**src/sv/link_quality_scorer_assert.svh**
```systemverilog
// Assertion macros used by the link quality scorer top level.
`ifndef LINK_QUALITY_SCORER_ASSERT_SVH
`define LINK_QUALITY_SCORER_ASSERT_SVH

// Consequent must hold in the same cycle as the antecedent.
`define LQS_ASSERT_SAME(name, ante, cons) \
   name: assert property (@(posedge clock) disable iff (reset) (ante) |-> (cons)) \
      else $error("link quality scorer: same-cycle check failed");

// Consequent must hold in the cycle after the antecedent.
`define LQS_ASSERT_NEXT(name, ante, cons) \
   name: assert property (@(posedge clock) disable iff (reset) (ante) |=> (cons)) \
      else $error("link quality scorer: next-cycle check failed");

`endif

```
**src/sv/lqs_pkg.sv**
```systemverilog
// Shared types, constants and codes of the link quality scorer.
package lqs_pkg;

   // Field and register widths
   localparam int DEFAULT_LINK_SLOTS = 4;
   localparam int CNT_W      = 32;
   localparam int UID_W      = 32;
   localparam int MARK_W     = 32;
   localparam int OP_W       = 2;
   localparam int PERIOD_W   = 16;
   localparam int GAP_W      = 8;
   localparam int PCT_W      = 7;
   localparam int SCORE_W    = 8;
   localparam int CSR_IDX_W  = 3;
   localparam int CSR_DATA_W = 32;

   // Socket mark decode
   localparam int MARK_SEL_W = 12;
   localparam logic [MARK_SEL_W-1:0] MARK_WIFI_TWO = 12'h200;
   localparam logic [MARK_SEL_W-1:0] MARK_CELLULAR = 12'h400;

   // Fixed link slots; background is the last slot
   localparam int SLOT_DEFAULT  = 0;
   localparam int SLOT_WIFI_TWO = 1;
   localparam int SLOT_CELLULAR = 2;

   // Scoring constants
   localparam logic signed [SCORE_W-1:0] NO_SCORE = 8'sd101;
   localparam int SCORE_MAX = 100;
   localparam int MOD_BASE  = 101;
   localparam int MIN_SEEN  = 10;

   // Remainder loop and bounded quotient divider
   localparam int MOD_STEPS = CNT_W;
   localparam int QUOT_W    = 7;
   localparam int DIV_STEPS = QUOT_W;
   localparam int NUM_W     = CNT_W + QUOT_W;
   localparam int STEP_W    = $clog2(MOD_STEPS);

   // Smoothing: products, sum and divide by 100 through a reciprocal
   localparam int PROD_W      = 2 * SCORE_W;
   localparam int SUM_MAG_W   = 15;
   localparam int RECIP_C_W   = 13;
   localparam logic [RECIP_C_W-1:0] RECIP_100 = 13'd5243;
   localparam int RECIP_SHIFT = 19;
   localparam int RECIP_W     = SUM_MAG_W + RECIP_C_W;
   localparam int QUO_W       = RECIP_W - RECIP_SHIFT;

   // Register reset values
   localparam logic [UID_W-1:0]    RST_FOREGROUND_UID    = 32'd1;
   localparam logic [PERIOD_W-1:0] RST_RETRANSMIT_PERIOD = 16'd10;
   localparam logic [PERIOD_W-1:0] RST_NORMAL_PERIOD     = 16'd100;
   localparam logic [GAP_W-1:0]    RST_GAP_THRESHOLD     = 8'd5;
   localparam logic [PCT_W-1:0]    RST_SMOOTH_PERCENT    = 7'd20;
   localparam logic [PCT_W-1:0]    RST_PROTECT_LEVEL     = 7'd60;

   typedef enum logic [OP_W-1:0] {
      OP_NORMAL     = 2'd0,
      OP_RETRANSMIT = 2'd1,
      OP_UNDO       = 2'd2,
      OP_IGNORE     = 2'd3
   } opcode_type;

   typedef enum logic [CSR_IDX_W-1:0] {
      CSR_FOREGROUND_UID    = 3'd0,
      CSR_RETRANSMIT_PERIOD = 3'd1,
      CSR_NORMAL_PERIOD     = 3'd2,
      CSR_GAP_THRESHOLD     = 3'd3,
      CSR_SMOOTH_PERCENT    = 3'd4,
      CSR_PROTECT_LEVEL     = 3'd5
   } csr_index_type;

   typedef enum logic [3:0] {
      ST_IDLE,
      ST_BUMP,
      ST_MOD,
      ST_CHECK,
      ST_DIV_INIT,
      ST_DIV,
      ST_RAW,
      ST_SMOOTH_MUL,
      ST_SMOOTH_DIV,
      ST_FINISH,
      ST_DONE
   } lqs_state_type;

   // Controller to datapath commands
   typedef struct packed {
      logic load;
      logic bump;
      logic mod_step;
      logic score_setup;
      logic div_init;
      logic div_step;
      logic raw;
      logic smooth_mul;
      logic smooth_div;
      logic finish;
      logic load_out;
   } lqs_cmd_type;

   // Datapath to controller status
   typedef struct packed {
      logic eval_go;
      logic mod_zero;
      logic slot_default;
   } lqs_status_type;

endpackage

```
**src/sv/lqs_ctrl.sv**
```systemverilog
// Sequencer of the link quality scorer: state machine, step counter, output valid.
module lqs_ctrl
   import lqs_pkg::*;
(
   input  logic           clock,
   input  logic           reset,
   input  logic           req_valid,
   output logic           req_ready,
   output logic           rsp_valid,
   input  logic           rsp_ready,
   input  lqs_status_type status,
   output lqs_cmd_type    cmd
);

   lqs_state_type     state_ff, state_in;
   logic [STEP_W-1:0] step_ff, step_in;
   logic              rsp_valid_ff, rsp_valid_in;

   // State, step counter and output valid registers
   always_ff @(posedge clock) begin
      if (reset) begin
         state_ff     <= ST_IDLE;
         step_ff      <= '0;
         rsp_valid_ff <= 1'b0;
      end else begin
         state_ff     <= state_in;
         step_ff      <= step_in;
         rsp_valid_ff <= rsp_valid_in;
      end
   end

   // Next state and commands
   always_comb begin
      state_in     = state_ff;
      step_in      = step_ff;
      cmd          = '0;
      req_ready    = 1'b0;
      rsp_valid_in = rsp_valid_ff && !rsp_ready;
      unique case (state_ff)
         ST_IDLE: begin
            req_ready = 1'b1;
            if (req_valid) begin
               cmd.load = 1'b1;
               state_in = ST_BUMP;
            end
         end
         ST_BUMP: begin
            cmd.bump = 1'b1;
            step_in  = '0;
            state_in = status.eval_go ? ST_MOD : ST_DONE;
         end
         ST_MOD: begin
            cmd.mod_step = 1'b1;
            step_in      = step_ff + STEP_W'(1);
            if (step_ff == STEP_W'(MOD_STEPS - 1)) begin
               state_in = ST_CHECK;
            end
         end
         ST_CHECK: begin
            if (status.mod_zero) begin
               cmd.score_setup = 1'b1;
               state_in        = ST_DIV_INIT;
            end else begin
               state_in = ST_DONE;
            end
         end
         ST_DIV_INIT: begin
            cmd.div_init = 1'b1;
            step_in      = '0;
            state_in     = ST_DIV;
         end
         ST_DIV: begin
            cmd.div_step = 1'b1;
            step_in      = step_ff + STEP_W'(1);
            if (step_ff == STEP_W'(DIV_STEPS - 1)) begin
               state_in = ST_RAW;
            end
         end
         ST_RAW: begin
            cmd.raw  = 1'b1;
            state_in = status.slot_default ? ST_SMOOTH_MUL : ST_DONE;
         end
         ST_SMOOTH_MUL: begin
            cmd.smooth_mul = 1'b1;
            state_in       = ST_SMOOTH_DIV;
         end
         ST_SMOOTH_DIV: begin
            cmd.smooth_div = 1'b1;
            state_in       = ST_FINISH;
         end
         ST_FINISH: begin
            cmd.finish = 1'b1;
            state_in   = ST_DONE;
         end
         ST_DONE: begin
            // wait until the output register is free
            if (!rsp_valid_ff || rsp_ready) begin
               cmd.load_out = 1'b1;
               rsp_valid_in = 1'b1;
               state_in     = ST_IDLE;
            end
         end
         default: begin
            state_in = ST_IDLE;
         end
      endcase
   end

   assign rsp_valid = rsp_valid_ff;

endmodule

```
**src/sv/lqs_dpath.sv**
```systemverilog
// Datapath of the link quality scorer: registers, counters, remainder, divider, smoothing.
module lqs_dpath
   import lqs_pkg::*;
#(
   parameter int LINK_SLOTS = DEFAULT_LINK_SLOTS
) (
   input  logic                      clock,
   input  logic                      reset,
   input  logic                      csr_write_en,
   input  logic [CSR_IDX_W-1:0]      csr_index,
   input  logic [CSR_DATA_W-1:0]     csr_write_data,
   input  logic [OP_W-1:0]           req_opcode,
   input  logic [MARK_W-1:0]         req_socket_mark,
   input  logic [UID_W-1:0]          req_owner_uid,
   input  lqs_cmd_type               cmd,
   output lqs_status_type            status,
   output logic                      rsp_report_valid,
   output logic signed [SCORE_W-1:0] rsp_report_score,
   output logic signed [SCORE_W-1:0] rsp_wifi_two_score,
   output logic signed [SCORE_W-1:0] rsp_cellular_score,
   output logic signed [SCORE_W-1:0] rsp_background_link_score
);

   localparam int SLOT_W = $clog2(LINK_SLOTS);
   localparam logic [SLOT_W-1:0] SLOT_DEF = SLOT_W'(SLOT_DEFAULT);
   localparam logic [SLOT_W-1:0] SLOT_WF2 = SLOT_W'(SLOT_WIFI_TWO);
   localparam logic [SLOT_W-1:0] SLOT_CEL = SLOT_W'(SLOT_CELLULAR);
   localparam logic [SLOT_W-1:0] SLOT_BG  = SLOT_W'(LINK_SLOTS - 1);
   localparam logic signed [CNT_W-1:0] CNT_MAX = {1'b0, {(CNT_W-1){1'b1}}};
   localparam logic signed [CNT_W-1:0] CNT_MIN = {1'b1, {(CNT_W-1){1'b0}}};
   localparam logic signed [CNT_W:0]   SEEN_LIMIT = (CNT_W+1)'(MIN_SEEN);

   // Configuration registers
   logic [UID_W-1:0]    fg_uid_ff;
   logic [PERIOD_W-1:0] rtx_period_ff;
   logic [PERIOD_W-1:0] nrm_period_ff;
   logic [GAP_W-1:0]    gap_ff;
   logic [PCT_W-1:0]    smooth_ff;
   logic [PCT_W-1:0]    protect_ff;

   // Transaction and counter state
   opcode_type              op_ff;
   logic [SLOT_W-1:0]       slot_ff, slot_in;
   logic signed [CNT_W-1:0] nrm_cnt_ff [LINK_SLOTS];
   logic signed [CNT_W-1:0] rtx_cnt_ff [LINK_SLOTS];
   logic signed [CNT_W:0]   total_ff;
   logic signed [CNT_W-1:0] nrm_new_ff;

   // Remainder loop
   logic [PERIOD_W-1:0] period_ff;
   logic [PERIOD_W-1:0] mod_rem_ff;
   logic [CNT_W-1:0]    mod_shift_ff;

   // Bounded divider
   logic [NUM_W-1:0]  num_ff;
   logic [NUM_W-1:0]  dsh_ff;
   logic [CNT_W-1:0]  den_ff;
   logic [QUOT_W-1:0] quot_ff;
   logic              neg_ff;
   logic              sat_ff;

   // Scores and smoothing
   logic signed [SCORE_W-1:0] raw_ff, raw_in;
   logic signed [SCORE_W-1:0] prev_ff;
   logic signed [SCORE_W-1:0] wifi_ff;
   logic signed [SCORE_W-1:0] cell_ff;
   logic signed [SCORE_W-1:0] bg_ff;
   logic signed [PROD_W-1:0]  prod_new_ff;
   logic signed [PROD_W-1:0]  prod_old_ff;
   logic [RECIP_W-1:0]        recip_ff;
   logic                      sum_neg_ff;
   logic                      res_valid_ff;
   logic signed [SCORE_W-1:0] res_score_ff;

   // Combinational helpers
   logic signed [CNT_W-1:0]   cur_nrm, cur_rtx, nrm_inc, nrm_dec, rtx_inc;
   logic signed [CNT_W-1:0]   nrm_new, rtx_new, cnt_hit;
   logic signed [CNT_W:0]     total_in;
   logic [PERIOD_W-1:0]       period_sel;
   logic [CNT_W-1:0]          cnt_mag, nrm_mag;
   logic [PERIOD_W:0]         mod_trial;
   logic [QUOT_W-1:0]         raw_mag;
   logic signed [SCORE_W-1:0] keep_pct, new_pct;
   logic signed [PROD_W:0]    sum_in;
   logic [PROD_W:0]           sum_abs;
   logic [QUO_W-1:0]          quo, raw_abs, pre_mag, mod_mag;
   logic                      pre_neg;
   logic [SCORE_W-1:0]        s_mag;
   logic signed [SCORE_W-1:0] s_in;
   logic signed [SCORE_W:0]   diff, prot;
   logic [SCORE_W:0]          diff_abs;
   logic                      gap_miss, protect_hit, report_in;

   // Configuration writes
   always_ff @(posedge clock) begin
      if (reset) begin
         fg_uid_ff     <= RST_FOREGROUND_UID;
         rtx_period_ff <= RST_RETRANSMIT_PERIOD;
         nrm_period_ff <= RST_NORMAL_PERIOD;
         gap_ff        <= RST_GAP_THRESHOLD;
         smooth_ff     <= RST_SMOOTH_PERCENT;
         protect_ff    <= RST_PROTECT_LEVEL;
      end else if (csr_write_en) begin
         unique case (csr_index)
            CSR_FOREGROUND_UID:    fg_uid_ff     <= csr_write_data[UID_W-1:0];
            CSR_RETRANSMIT_PERIOD: rtx_period_ff <= csr_write_data[PERIOD_W-1:0];
            CSR_NORMAL_PERIOD:     nrm_period_ff <= csr_write_data[PERIOD_W-1:0];
            CSR_GAP_THRESHOLD:     gap_ff        <= csr_write_data[GAP_W-1:0];
            CSR_SMOOTH_PERCENT:    smooth_ff     <= csr_write_data[PCT_W-1:0];
            CSR_PROTECT_LEVEL:     protect_ff    <= csr_write_data[PCT_W-1:0];
            default: ;
         endcase
      end
   end

   // Link slot from the socket mark and owner
   always_comb begin
      if (req_socket_mark[MARK_SEL_W-1:0] == MARK_WIFI_TWO) begin
         slot_in = SLOT_WF2;
      end else if (req_socket_mark[MARK_SEL_W-1:0] == MARK_CELLULAR) begin
         slot_in = SLOT_CEL;
      end else if (req_owner_uid != fg_uid_ff) begin
         slot_in = SLOT_BG;
      end else begin
         slot_in = SLOT_DEF;
      end
   end

   always_ff @(posedge clock) begin
      if (cmd.load) begin
         op_ff   <= opcode_type'(req_opcode);
         slot_ff <= slot_in;
      end
   end

   // Counter update with saturation and evaluation qualifier
   assign cur_nrm  = nrm_cnt_ff[slot_ff];
   assign cur_rtx  = rtx_cnt_ff[slot_ff];
   assign total_in = {cur_rtx[CNT_W-1], cur_rtx} + {cur_nrm[CNT_W-1], cur_nrm};
   assign nrm_inc  = (cur_nrm == CNT_MAX) ? cur_nrm : cur_nrm + CNT_W'(1);
   assign nrm_dec  = (cur_nrm == CNT_MIN) ? cur_nrm : cur_nrm - CNT_W'(1);
   assign rtx_inc  = (cur_rtx == CNT_MAX) ? cur_rtx : cur_rtx + CNT_W'(1);

   always_comb begin
      nrm_new    = cur_nrm;
      rtx_new    = cur_rtx;
      cnt_hit    = nrm_inc;
      period_sel = '0;
      case (op_ff)
         OP_NORMAL: begin
            nrm_new    = nrm_inc;
            cnt_hit    = nrm_inc;
            period_sel = nrm_period_ff;
         end
         OP_RETRANSMIT: begin
            rtx_new    = rtx_inc;
            cnt_hit    = rtx_inc;
            period_sel = rtx_period_ff;
         end
         OP_UNDO: begin
            nrm_new = nrm_dec;
         end
         default: ;
      endcase
   end

   // zero period never evaluates; undo and ignore leave the period at zero
   assign status.eval_go = (period_sel != '0) && (total_in > SEEN_LIMIT);
   assign cnt_mag = cnt_hit[CNT_W-1] ? CNT_W'(-cnt_hit) : CNT_W'(cnt_hit);

   always_ff @(posedge clock) begin
      if (reset) begin
         for (int i = 0; i < LINK_SLOTS; i++) begin
            nrm_cnt_ff[i] <= '0;
            rtx_cnt_ff[i] <= '0;
         end
      end else if (cmd.bump) begin
         nrm_cnt_ff[slot_ff] <= nrm_new;
         rtx_cnt_ff[slot_ff] <= rtx_new;
      end else if (cmd.finish) begin
         nrm_cnt_ff[SLOT_DEF] <= '0;
         rtx_cnt_ff[SLOT_DEF] <= '0;
      end
   end

   // Remainder of the bumped count by its period, one bit per cycle
   assign mod_trial       = {mod_rem_ff, mod_shift_ff[CNT_W-1]};
   assign status.mod_zero = (mod_rem_ff == '0);

   always_ff @(posedge clock) begin
      if (cmd.bump) begin
         total_ff     <= total_in;
         nrm_new_ff   <= nrm_new;
         period_ff    <= period_sel;
         mod_rem_ff   <= '0;
         mod_shift_ff <= cnt_mag;
      end else if (cmd.mod_step) begin
         if (mod_trial >= {1'b0, period_ff}) begin
            mod_rem_ff <= PERIOD_W'(mod_trial - {1'b0, period_ff});
         end else begin
            mod_rem_ff <= PERIOD_W'(mod_trial);
         end
         mod_shift_ff <= {mod_shift_ff[CNT_W-2:0], 1'b0};
      end
   end

   // Raw score 100*normal/(total+1); quotient only needs 7 bits before clamping
   assign nrm_mag = nrm_new_ff[CNT_W-1] ? CNT_W'(-nrm_new_ff) : CNT_W'(nrm_new_ff);

   always_ff @(posedge clock) begin
      if (cmd.score_setup) begin
         num_ff <= NUM_W'(nrm_mag) * NUM_W'(SCORE_MAX);
         neg_ff <= nrm_new_ff[CNT_W-1];
         den_ff <= total_ff[CNT_W-1:0] + CNT_W'(1);
      end else if (cmd.div_init) begin
         sat_ff  <= (num_ff >= {den_ff, {QUOT_W{1'b0}}});
         dsh_ff  <= {1'b0, den_ff, {(QUOT_W-1){1'b0}}};
         quot_ff <= '0;
      end else if (cmd.div_step) begin
         if (num_ff >= dsh_ff) begin
            num_ff  <= num_ff - dsh_ff;
            quot_ff <= {quot_ff[QUOT_W-2:0], 1'b1};
         end else begin
            quot_ff <= {quot_ff[QUOT_W-2:0], 1'b0};
         end
         dsh_ff <= {1'b0, dsh_ff[NUM_W-1:1]};
      end
   end

   // Clamp to +/-100 and apply sign
   assign raw_mag = (sat_ff || quot_ff > QUOT_W'(SCORE_MAX)) ? QUOT_W'(SCORE_MAX) : quot_ff;
   assign raw_in  = neg_ff ? -SCORE_W'(raw_mag) : SCORE_W'(raw_mag);

   // Per-link stored scores
   always_ff @(posedge clock) begin
      if (reset) begin
         wifi_ff <= NO_SCORE;
         cell_ff <= NO_SCORE;
         bg_ff   <= NO_SCORE;
      end else if (cmd.raw) begin
         if (slot_ff == SLOT_WF2) begin
            wifi_ff <= raw_in;
         end else if (slot_ff == SLOT_CEL) begin
            cell_ff <= raw_in;
         end else if (slot_ff == SLOT_BG) begin
            bg_ff <= raw_in;
         end
      end
   end

   assign status.slot_default = (slot_ff == SLOT_DEF);

   // Smoothing against the last report
   assign keep_pct = $signed({1'b0, smooth_ff});
   assign new_pct  = $signed(SCORE_W'(SCORE_MAX)) - keep_pct;
   assign sum_in   = {prod_new_ff[PROD_W-1], prod_new_ff} + {prod_old_ff[PROD_W-1], prod_old_ff};
   assign sum_abs  = sum_in[PROD_W] ? (PROD_W+1)'(-sum_in) : (PROD_W+1)'(sum_in);

   always_ff @(posedge clock) begin
      if (cmd.raw) begin
         raw_ff <= raw_in;
      end
      if (cmd.smooth_mul) begin
         prod_new_ff <= raw_ff * new_pct;
         prod_old_ff <= prev_ff * keep_pct;
      end
      if (cmd.smooth_div) begin
         sum_neg_ff <= sum_in[PROD_W];
         recip_ff   <= RECIP_W'(sum_abs[SUM_MAG_W-1:0]) * RECIP_W'(RECIP_100);
      end
   end

   // Divide by 100 (raw score if no last report), remainder by 101, then gap and protect filters
   assign quo     = recip_ff[RECIP_W-1:RECIP_SHIFT];
   assign raw_abs = raw_ff[SCORE_W-1] ? QUO_W'(-raw_ff) : QUO_W'(raw_ff);
   assign pre_mag = (prev_ff != '0) ? quo : raw_abs;
   assign pre_neg = (prev_ff != '0) ? sum_neg_ff : raw_ff[SCORE_W-1];

   always_comb begin
      if (pre_mag >= QUO_W'(2 * MOD_BASE)) begin
         mod_mag = pre_mag - QUO_W'(2 * MOD_BASE);
      end else if (pre_mag >= QUO_W'(MOD_BASE)) begin
         mod_mag = pre_mag - QUO_W'(MOD_BASE);
      end else begin
         mod_mag = pre_mag;
      end
   end

   assign s_mag       = mod_mag[SCORE_W-1:0];
   assign s_in        = pre_neg ? -s_mag : s_mag;
   assign diff        = {s_in[SCORE_W-1], s_in} - {prev_ff[SCORE_W-1], prev_ff};
   assign diff_abs    = diff[SCORE_W] ? (SCORE_W+1)'(-diff) : (SCORE_W+1)'(diff);
   assign gap_miss    = diff_abs < {1'b0, gap_ff};
   assign prot        = $signed({2'b00, protect_ff});
   assign protect_hit = ($signed({s_in[SCORE_W-1], s_in}) < prot) &&
                        ($signed({prev_ff[SCORE_W-1], prev_ff}) < prot);
   assign report_in   = !gap_miss && !protect_hit;

   // Last report and pending result of the current transaction
   always_ff @(posedge clock) begin
      if (reset) begin
         prev_ff <= '0;
      end else if (cmd.finish && report_in) begin
         prev_ff <= s_in;
      end
   end

   always_ff @(posedge clock) begin
      if (cmd.load) begin
         res_valid_ff <= 1'b0;
         res_score_ff <= '0;
      end else if (cmd.finish) begin
         res_valid_ff <= report_in;
         res_score_ff <= report_in ? s_in : '0;
      end
   end

   // Output register
   always_ff @(posedge clock) begin
      if (cmd.load_out) begin
         rsp_report_valid          <= res_valid_ff;
         rsp_report_score          <= res_score_ff;
         rsp_wifi_two_score        <= wifi_ff;
         rsp_cellular_score        <= cell_ff;
         rsp_background_link_score <= bg_ff;
      end
   end

endmodule

```
**src/sv/link_quality_scorer.sv**
```systemverilog
// Top level of the link quality scorer: controller, datapath and checks.
// Each transaction is one TCP segment event counted in a link slot chosen from the
// socket mark (secondary wifi, cellular) and the owner uid (default or background).
// A transaction that does not evaluate goes from the bump state to the done state;
// one whose count is checked against its period adds the bit-serial remainder of
// the count by its period over all 32 count bits, a score for any slot
// adds the 7-step bounded divider, and a default-link report adds the smoothing
// pipeline of multiply, divide and finish steps. A finished
// result sits in an output register, so the next transaction is accepted while it
// waits. Configuration writes must only happen while no transaction is in flight.
`include "link_quality_scorer_assert.svh"

module link_quality_scorer
   import lqs_pkg::*;
#(
   parameter int LINK_SLOTS = DEFAULT_LINK_SLOTS
) (
   input  logic                      clock,
   input  logic                      reset,
   input  logic                      req_valid,
   output logic                      req_ready,
   input  logic [OP_W-1:0]           req_opcode,
   input  logic [MARK_W-1:0]         req_socket_mark,
   input  logic [UID_W-1:0]          req_owner_uid,
   output logic                      rsp_valid,
   input  logic                      rsp_ready,
   output logic                      rsp_report_valid,
   output logic signed [SCORE_W-1:0] rsp_report_score,
   output logic signed [SCORE_W-1:0] rsp_wifi_two_score,
   output logic signed [SCORE_W-1:0] rsp_cellular_score,
   output logic signed [SCORE_W-1:0] rsp_background_link_score,
   input  logic                      csr_write_en,
   input  logic [CSR_IDX_W-1:0]      csr_index,
   input  logic [CSR_DATA_W-1:0]     csr_write_data
);

   lqs_cmd_type    ctrl_cmd;
   lqs_status_type dp_status;

   lqs_ctrl u_ctrl (
      .clock     (clock),
      .reset     (reset),
      .req_valid (req_valid),
      .req_ready (req_ready),
      .rsp_valid (rsp_valid),
      .rsp_ready (rsp_ready),
      .status    (dp_status),
      .cmd       (ctrl_cmd)
   );

   lqs_dpath #(
      .LINK_SLOTS (LINK_SLOTS)
   ) u_dpath (
      .clock                     (clock),
      .reset                     (reset),
      .csr_write_en              (csr_write_en),
      .csr_index                 (csr_index),
      .csr_write_data            (csr_write_data),
      .req_opcode                (req_opcode),
      .req_socket_mark           (req_socket_mark),
      .req_owner_uid             (req_owner_uid),
      .cmd                       (ctrl_cmd),
      .status                    (dp_status),
      .rsp_report_valid          (rsp_report_valid),
      .rsp_report_score          (rsp_report_score),
      .rsp_wifi_two_score        (rsp_wifi_two_score),
      .rsp_cellular_score        (rsp_cellular_score),
      .rsp_background_link_score (rsp_background_link_score)
   );

   // busy right after a transaction is taken
   `LQS_ASSERT_NEXT(a_busy_after_accept, req_valid && req_ready, !req_ready)
   // a pending result is never loaded over one that was not yet taken
   `LQS_ASSERT_SAME(a_no_overwrite, ctrl_cmd.load_out, !rsp_valid || rsp_ready)
   // counters are bumped only in the cycle after an accepted transaction
   `LQS_ASSERT_SAME(a_bump_follows_accept, ctrl_cmd.bump, $past(req_valid && req_ready))

endmodule

```
**config.mk**
```make
export PLATFORM = sky130hd
export DESIGN_NAME = link_quality_scorer
export DESIGN_NICKNAME = d
export VERILOG_FILES = /design/src/sv/lqs_pkg.sv /design/src/sv/lqs_ctrl.sv /design/src/sv/lqs_dpath.sv /design/src/sv/link_quality_scorer.sv
export VERILOG_INCLUDE_DIRS = /design/src /design/src/sv
export SDC_FILE = /design/constraint.sdc
export NUM_CORES = 2
export LEC_CHECK = 0
export BUFFER_PORTS_ARGS = -buffer_cell sky130_fd_sc_hd__buf_2
export CORE_AREA = 2 2 301 303
export CTS_CLUSTER_SIZE = 14
export DETAILED_ROUTE_END_ITERATION = 8
export DIE_AREA = 0 0 303 305
export PLACE_DENSITY = 0.76
export SLEW_MARGIN = 5
export SYNTH_ARGS = -nofsm -noshare
export SYNTH_HDL_FRONTEND = slang
export SYNTH_SLANG_ARGS = --single-unit
export TNS_END_PERCENT = 10
```
**constraint.sdc**
```tcl
create_clock -name clock -period 11.55 [get_ports clock]
set_input_delay 1.155 -clock clock [delete_from_list [all_inputs] [get_ports clock]]
set_output_delay 1.155 -clock clock [all_outputs]
set_load 0.005 [all_outputs]
```
# After elaboration in Yosys (flattened, before gate mapping)
# Memory sizes are Yosys's and may differ from the RTL's. A register that Yosys moved wholly into a read port is not among the register bits.
# Index checks and enable logic that the tools add are counted.
dict set report op_classes {
  reduce_logical 41
  eq_ne 33
  mul 4
  mux 80
  n_bitwise 6
  add_sub_neg 20
  n_lt_le_gt_ge 10
}
# op count
set op_table {}
lappend op_table {{32-bit two-way mux} 13}
lappend op_table {{39-bit two-way mux} 4}
lappend op_table {{32-bit equality test (second input constant)} 3}
lappend op_table {{38-bit two-way mux} 2}
lappend op_table {{32-bit by 2-bit adder with 32-bit output (second input constant)} 2}
lappend op_table {{32-bit negator} 2}
lappend op_table {{32-bit one-hot mux with 2 select lines} 1}
lappend op_table {{32-bit OR reduction} 2}
lappend op_table {{4-bit one-hot mux with 11 select lines} 1}
lappend op_table {{8-bit two-way mux} 5}
lappend op_table {{39-bit by 38-bit greater-or-equal comparator with 1-bit output} 1}
lappend op_table {{39-bit greater-or-equal comparator} 1}
lappend op_table {{39-bit by 38-bit subtractor with 39-bit output} 1}
lappend op_table {{32-bit by 5-bit multiplier with 37-bit output (second input constant)} 1}
lappend op_table {{32-bit by 32-bit adder with 33-bit output} 1}
lappend op_table {{33-bit by 5-bit > comparator with 1-bit output (second input constant)} 1}
lappend op_table {{32-bit by 1-bit adder with 32-bit output (second input constant)} 1}
lappend op_table {{8-bit by 8-bit multiplier with 16-bit output} 2}
lappend op_table {{32-bit inequality test} 1}
lappend op_table {{16-bit one-hot mux with 2 select lines} 1}
lappend op_table {{32-bit by 2-bit subtractor with 32-bit output (second input constant)} 1}
lappend op_table {{1-bit two-way mux} 30}
lappend op_table {{15-bit by 13-bit multiplier with 28-bit output (second input constant)} 1}
lappend op_table {{4-bit two-way mux} 7}
lappend op_table {{55 further kinds} 109}
dict set report totals {
  wordCells 236
  input_bits 106
  mem_count 2
  out_inout_bits 35
  ram_bits 256
  ff_bits 489
}
# memory words width rd rd_clocked_by_memory_dff write_ports line
set memory_table {}
lappend memory_table {u_dpath.nrm_cnt_ff 4 32 1 1 4 lqs_dpath.sv:44} ;# logic signed [CNT_W-1:0] nrm_cnt_ff [LINK_SLOTS];
lappend memory_table {u_dpath.rtx_cnt_ff 4 32 1 1 4 lqs_dpath.sv:45} ;# logic signed [CNT_W-1:0] rtx_cnt_ff [LINK_SLOTS];

# Logic depth before layout (Yosys ltp)
dict set report depth {
  ltp_word 15
  mapped_depth 39
  mapped_depth_nobuf 39
}

# Hierarchy
# Synthesis repeated with hierarchy kept, for this count alone.
dict set report hier_totals {
  cells_unflattened 5437
  area_unflattened_um2 53179.8
}
# mod seq_area_each_um2 cells_per_inst area_per_inst_um2 instances
set by_module_without_submodules {}
lappend by_module_without_submodules {lqs_dpath 20089.3 5321 52325.2 1}
lappend by_module_without_submodules {lqs_ctrl 200.2 116 854.6 1}

# Worst setup path after synthesis
# Ideal clock, no wire load.
dict set report synth_path {
  path_type {register to register}
  from {register u_dpath.prod_old_ff[0]}
  to {register u_dpath.recip_ff[27], data pin}
  required_time_ns 11.290
  period_less_slack_ns 8.925
  n_path_buf 0
  setup_time_ns 0.260
  path_stages_with_launch 30
  path_slack_ns 2.625
  arrival_ns 8.665
  path_cell_list {edfxtp_1 > ha_1 > fa_1 > a21o_1 > a21oi_1 > xnor2_1 > or4_1 > nor3_1 > or3b_2 > or2_2 > o41a_1 > xor2_1 > fa_1 > fa_1 > fa_1 > inv_1 > fa_1 > inv_1 > ha_1 > a21o_1 > a21o_1 > a21o_1 > a2111oi_0 > nor3_1 > o311ai_0 > a21oi_1 > nor3_1 > o21bai_1 > a21oi_1 > xnor2_1}
}
dict set report synth_via {
  elab_chain_cells 4
}
# item line
set synth_lines {}
lappend synth_lines {{from (decl)} lqs_dpath.sv:69} ;# logic signed [PROD_W-1:0] prod_old_ff;
lappend synth_lines {{from (signal assigned)} lqs_dpath.sv:265} ;# prod_old_ff <= prev_ff * keep_pct;
lappend synth_lines {{16-bit by 16-bit adder with 17-bit output (*)} lqs_dpath.sv:256} ;# assign sum_in = {prod_new_ff[PROD_W-1], prod_new_ff} + {prod_old_ff[PROD_W-1], prod_old_ff};
lappend synth_lines {{15-bit negator} lqs_dpath.sv:257} ;# assign sum_abs = sum_in[PROD_W] ? (PROD_W+1)'(-sum_in) : (PROD_W+1)'(sum_in);
lappend synth_lines {{15-bit two-way mux (*)} lqs_dpath.sv:257}
lappend synth_lines {{15-bit by 13-bit multiplier with 28-bit output (*)} lqs_dpath.sv:269} ;# recip_ff <= RECIP_W'(sum_abs[SUM_MAG_W-1:0]) * RECIP_W'(RECIP_100);
lappend synth_lines {{to (signal assigned)} lqs_dpath.sv:269}
lappend synth_lines {{to (decl)} lqs_dpath.sv:70} ;# logic [RECIP_W-1:0] recip_ff;
# Mark *: on every way between the ends. The rest lies on a longest branch, timed or not.
# A chain may end at the register's enable or synchronous reset.

# Final worst setup path
dict set report layout_path {
  from {register u_dpath.prod_old_ff[0]}
  to {register u_dpath.recip_ff[27], data pin}
}
# item line
set layout_lines {}
lappend layout_lines {{16-bit by 16-bit adder with 17-bit output} lqs_dpath.sv:256}
lappend layout_lines {{named net u_dpath.sum_in[16]} lqs_dpath.sv:84} ;# logic signed [PROD_W:0] sum_in;
lappend layout_lines {{15-bit two-way mux} lqs_dpath.sv:257}
lappend layout_lines {{15-bit by 13-bit multiplier with 28-bit output} lqs_dpath.sv:269}
# The timed path passes the listed nets, and every way through them passes these cells.

==> results.cfg <==
[clocking]
cts.htree.levels = 3
insertion_delay_ns = 0.67
cts_tree = yes
ctsResizeCount = 0
clock-sinks = 728
clk_pin_slew_ns = 0.07
post_cts_buffers = 0
clockRootBuffer = clkbuf_16
cts_hold_buf = 0
cts-buffers-inserted = 79
clock_path_buffers = 3

[die]
dieArea_um2 = 92400
fp.dieW_um = 303
row_count = 110
ios = 141
dieHeight_um = 305
coreArea_um2 = 89300
initial_core_util = 0.595

[timing]
finalHoldViolCount = 0
skew_ns = 0.0498
fin_ws_ns = 1.14
rsz0062_at_grt = false
slew_violations = 0
finalCritPeriodShare = 0.902
tightest_slew_ns = 1.20
tns_ns = 0
whs_ns = 0.416
fmax_mhz = 96.0
maxSlewHeadroom = 0.203
period_minus_slack_ns = 10.41
setup_viol = 0

[global_routing]
grt_pass1_wl_um = 206000
antenna_found_initial = 0
grt_overflow_total = 0
grt_usage = 0.281
grt_start_max_net_pins = 77
grt_pass1_vias = 38600

[power]
leakage_nw = 24.6
p_total_mw = 16.7
p_per_area_nw_per_um2 = 291
max-vdd-ir-drop_mv = 0.384

[critical_path]
crit_required_ns = 11.94
crit_type = reg -> reg
critPathLaunchType = flop
ff2ff_setup_slack_ns = 1.14
slowest_delay_ns = 0.81
cp_max_fo = 10
cpMaxStageDelayCell = a2111oi_0
crit_path_end_kind = flop
cp.arrival_ns = 10.81

[cells_and_area]
areaGrowthSynthToFinish_pct = 7.79
drive_gt1_frac = 0.0773
final_cells = 6651
nNetsFinal = 6164
fill_cells = 7124
postLayoutCoreUtil = 0.641
design_area_um2 = 57300
n_antenna_cell = 0

[drt]
dr.pass1.iters = 8
detail-route-antenna-nets = 0
first_iter_violations = 3109
vias = 39100
wire_per_inst_um = 19.5
via_per_inst = 5.87
drcViolationCount = 6
finalWirelength_um = 130000

[logic_synthesis]
netlist.top_cell.by_area = edfxtp_1
synth_edf_count = 571
async_flop_share = 0
syn_nets = 6120
yosysMostFrequentCell = inv_1
ys_top_cells_by_area = edfxtp_1 (32%), ha_1 (10%), fa_1 (7.6%)
synth_top_area_frac = 0.323
ys_ff_latch = 728
avgSynthCellArea_um2 = 9.90
yosysWarnings = 0
syn_inst = 5367
seq_area_frac_synth = 0.382
synth_area_um2 = 53100
ys_types = 112
synth_ff_type = edfxtp_1
synthTopCellsByCount = inv_1 (685), edfxtp_1 (571), nand2_1 (540)

[placed_design]
io_buffers = 120
dp_cells = 6506
placed_area_um2 = 54600
dp_hpwl_um = 96200
dp_slack_ns = 1.19
gp_congestion = 0.967

[run_status]
violations = DRC
status = finished with violations

[run]
maxCapViolations = 0

[min_path]
hold_path.class = reg -> reg
==> cell families (layout without fill, tap and decap cells) <==
group / count (synthesis) / after routing / share of synthesized area
muxes: 136 / 136 / 0.0409
and+or+nand+nor: 1631 / 1631 / 0.148
DFF: 728 / 728 / 0.382
AOI/OAI and AO/OA: 904 / 904 / 0.109
xor gates and xnor gates: 443 / 443 / 0.0733
buffers and inverters: 878 / 986 / 0.0652
adders and majority gates: 647 / 647 / 0.181
==> cell type report <==
class	count	area, um2	share of cell area
Clock inverter	46	477	0.00832
Timing Repair Buffer	152	843	0.0147
Sequential cell	728	20300	0.354
Clock buffer	99	2150	0.0376
Tap cell	1176	1470	0.0257
Multi-Input combinational cell	3761	29400	0.514
Inverter	689	2590	0.0452
==> per-layer routing <==
| metal | wire, um | track usage |
|---|---|---|
| met1 | 56300 | 0.387 |
| met2 | 61100 | 0.459 |
| met3 | 8350 | 0.0362 |
| met4 | 3910 | 0.0928 |
| met5 | 0 | 0 |
==> flip-flops by register name, indices dropped and copies added (netlist names), 9 cells and up, named ones only <==
| register | cells |
|---|---|
| u_dpath.prod_old_ff | 16 |
| u_dpath.nrm_cnt_ff | 128 |
| u_dpath.nrm_new_ff | 32 |
| u_dpath.rtx_cnt_ff | 128 |
| u_dpath.dsh_ff | 38 |
| u_dpath.recip_ff | 9 |
| u_dpath.prod_new_ff | 16 |
| u_dpath.den_ff | 32 |
| u_dpath.mod_rem_ff | 16 |
| u_dpath.fg_uid_ff | 32 |
| u_dpath.rtx_period_ff | 16 |
| u_dpath.nrm_period_ff | 16 |
| u_dpath.num_ff | 39 |
| u_dpath.mod_shift_ff | 32 |
| u_dpath.period_ff | 16 |
| u_dpath.total_ff | 32 |
==> placed cells by master, fill, tap and decap left out, drive strengths merged, types with 36 or more instances in the layout <==
master	Yosys	layout
inv	686	688
mux4	64	64
nand2b	59	59
xor2	183	183
clkbuf	133	99
a21oi	258	258
o22ai	36	36
fa	203	203
o21ai	213	213
mux2i	71	71
nand4	59	59
nor3	76	76
nor4	45	45
edfxtp	571	571
nand3	92	92
clkinv	3	38
xnor2	259	259
nor2b	48	48
buf	56	152
dfxtp	157	157
a21o	94	94
ha	444	444
and2	88	88
nor2	456	456
nand2	541	541
==> worst max-delay path, delay by kind of cell, from the launching register on <==
family / cells / cell delay [ns]
buffers and inverters: 3 / 0.34
DFF: 1 / 0.37
and+or+nand+nor: 3 / 0.65
adders and majority gates: 8 / 3.24
xor gates and xnor gates: 2 / 0.79
AOI/OAI and AO/OA: 19 / 4.78
==> where the power goes <==
group          leakage, nW  total [mW]  internal, mW  switching (mW)
clock network         1.28        2.57          1.47            1.10
registers             6.79        3.79          3.51           0.278
logic                 16.5        10.3          4.10            6.23
==> path summary, 6_finish.rpt <==
| check | to | startpoint | depth (start not counted) |
|---|---|---|---|
| worst min-delay path | u_dpath.rsp_cellular_score[1] | u_dpath.cell_ff[1] | 0 |
| worst max-delay path | u_dpath.recip_ff[27] | u_dpath.prod_old_ff[0] | 35 |
| worst min register to register | u_dpath.rsp_cellular_score[1] | u_dpath.cell_ff[1] | 0 |
| worst max register to register | u_dpath.recip_ff[27] | u_dpath.prod_old_ff[0] | 35 |
Note: power is estimated with default switching activity, not from simulation.
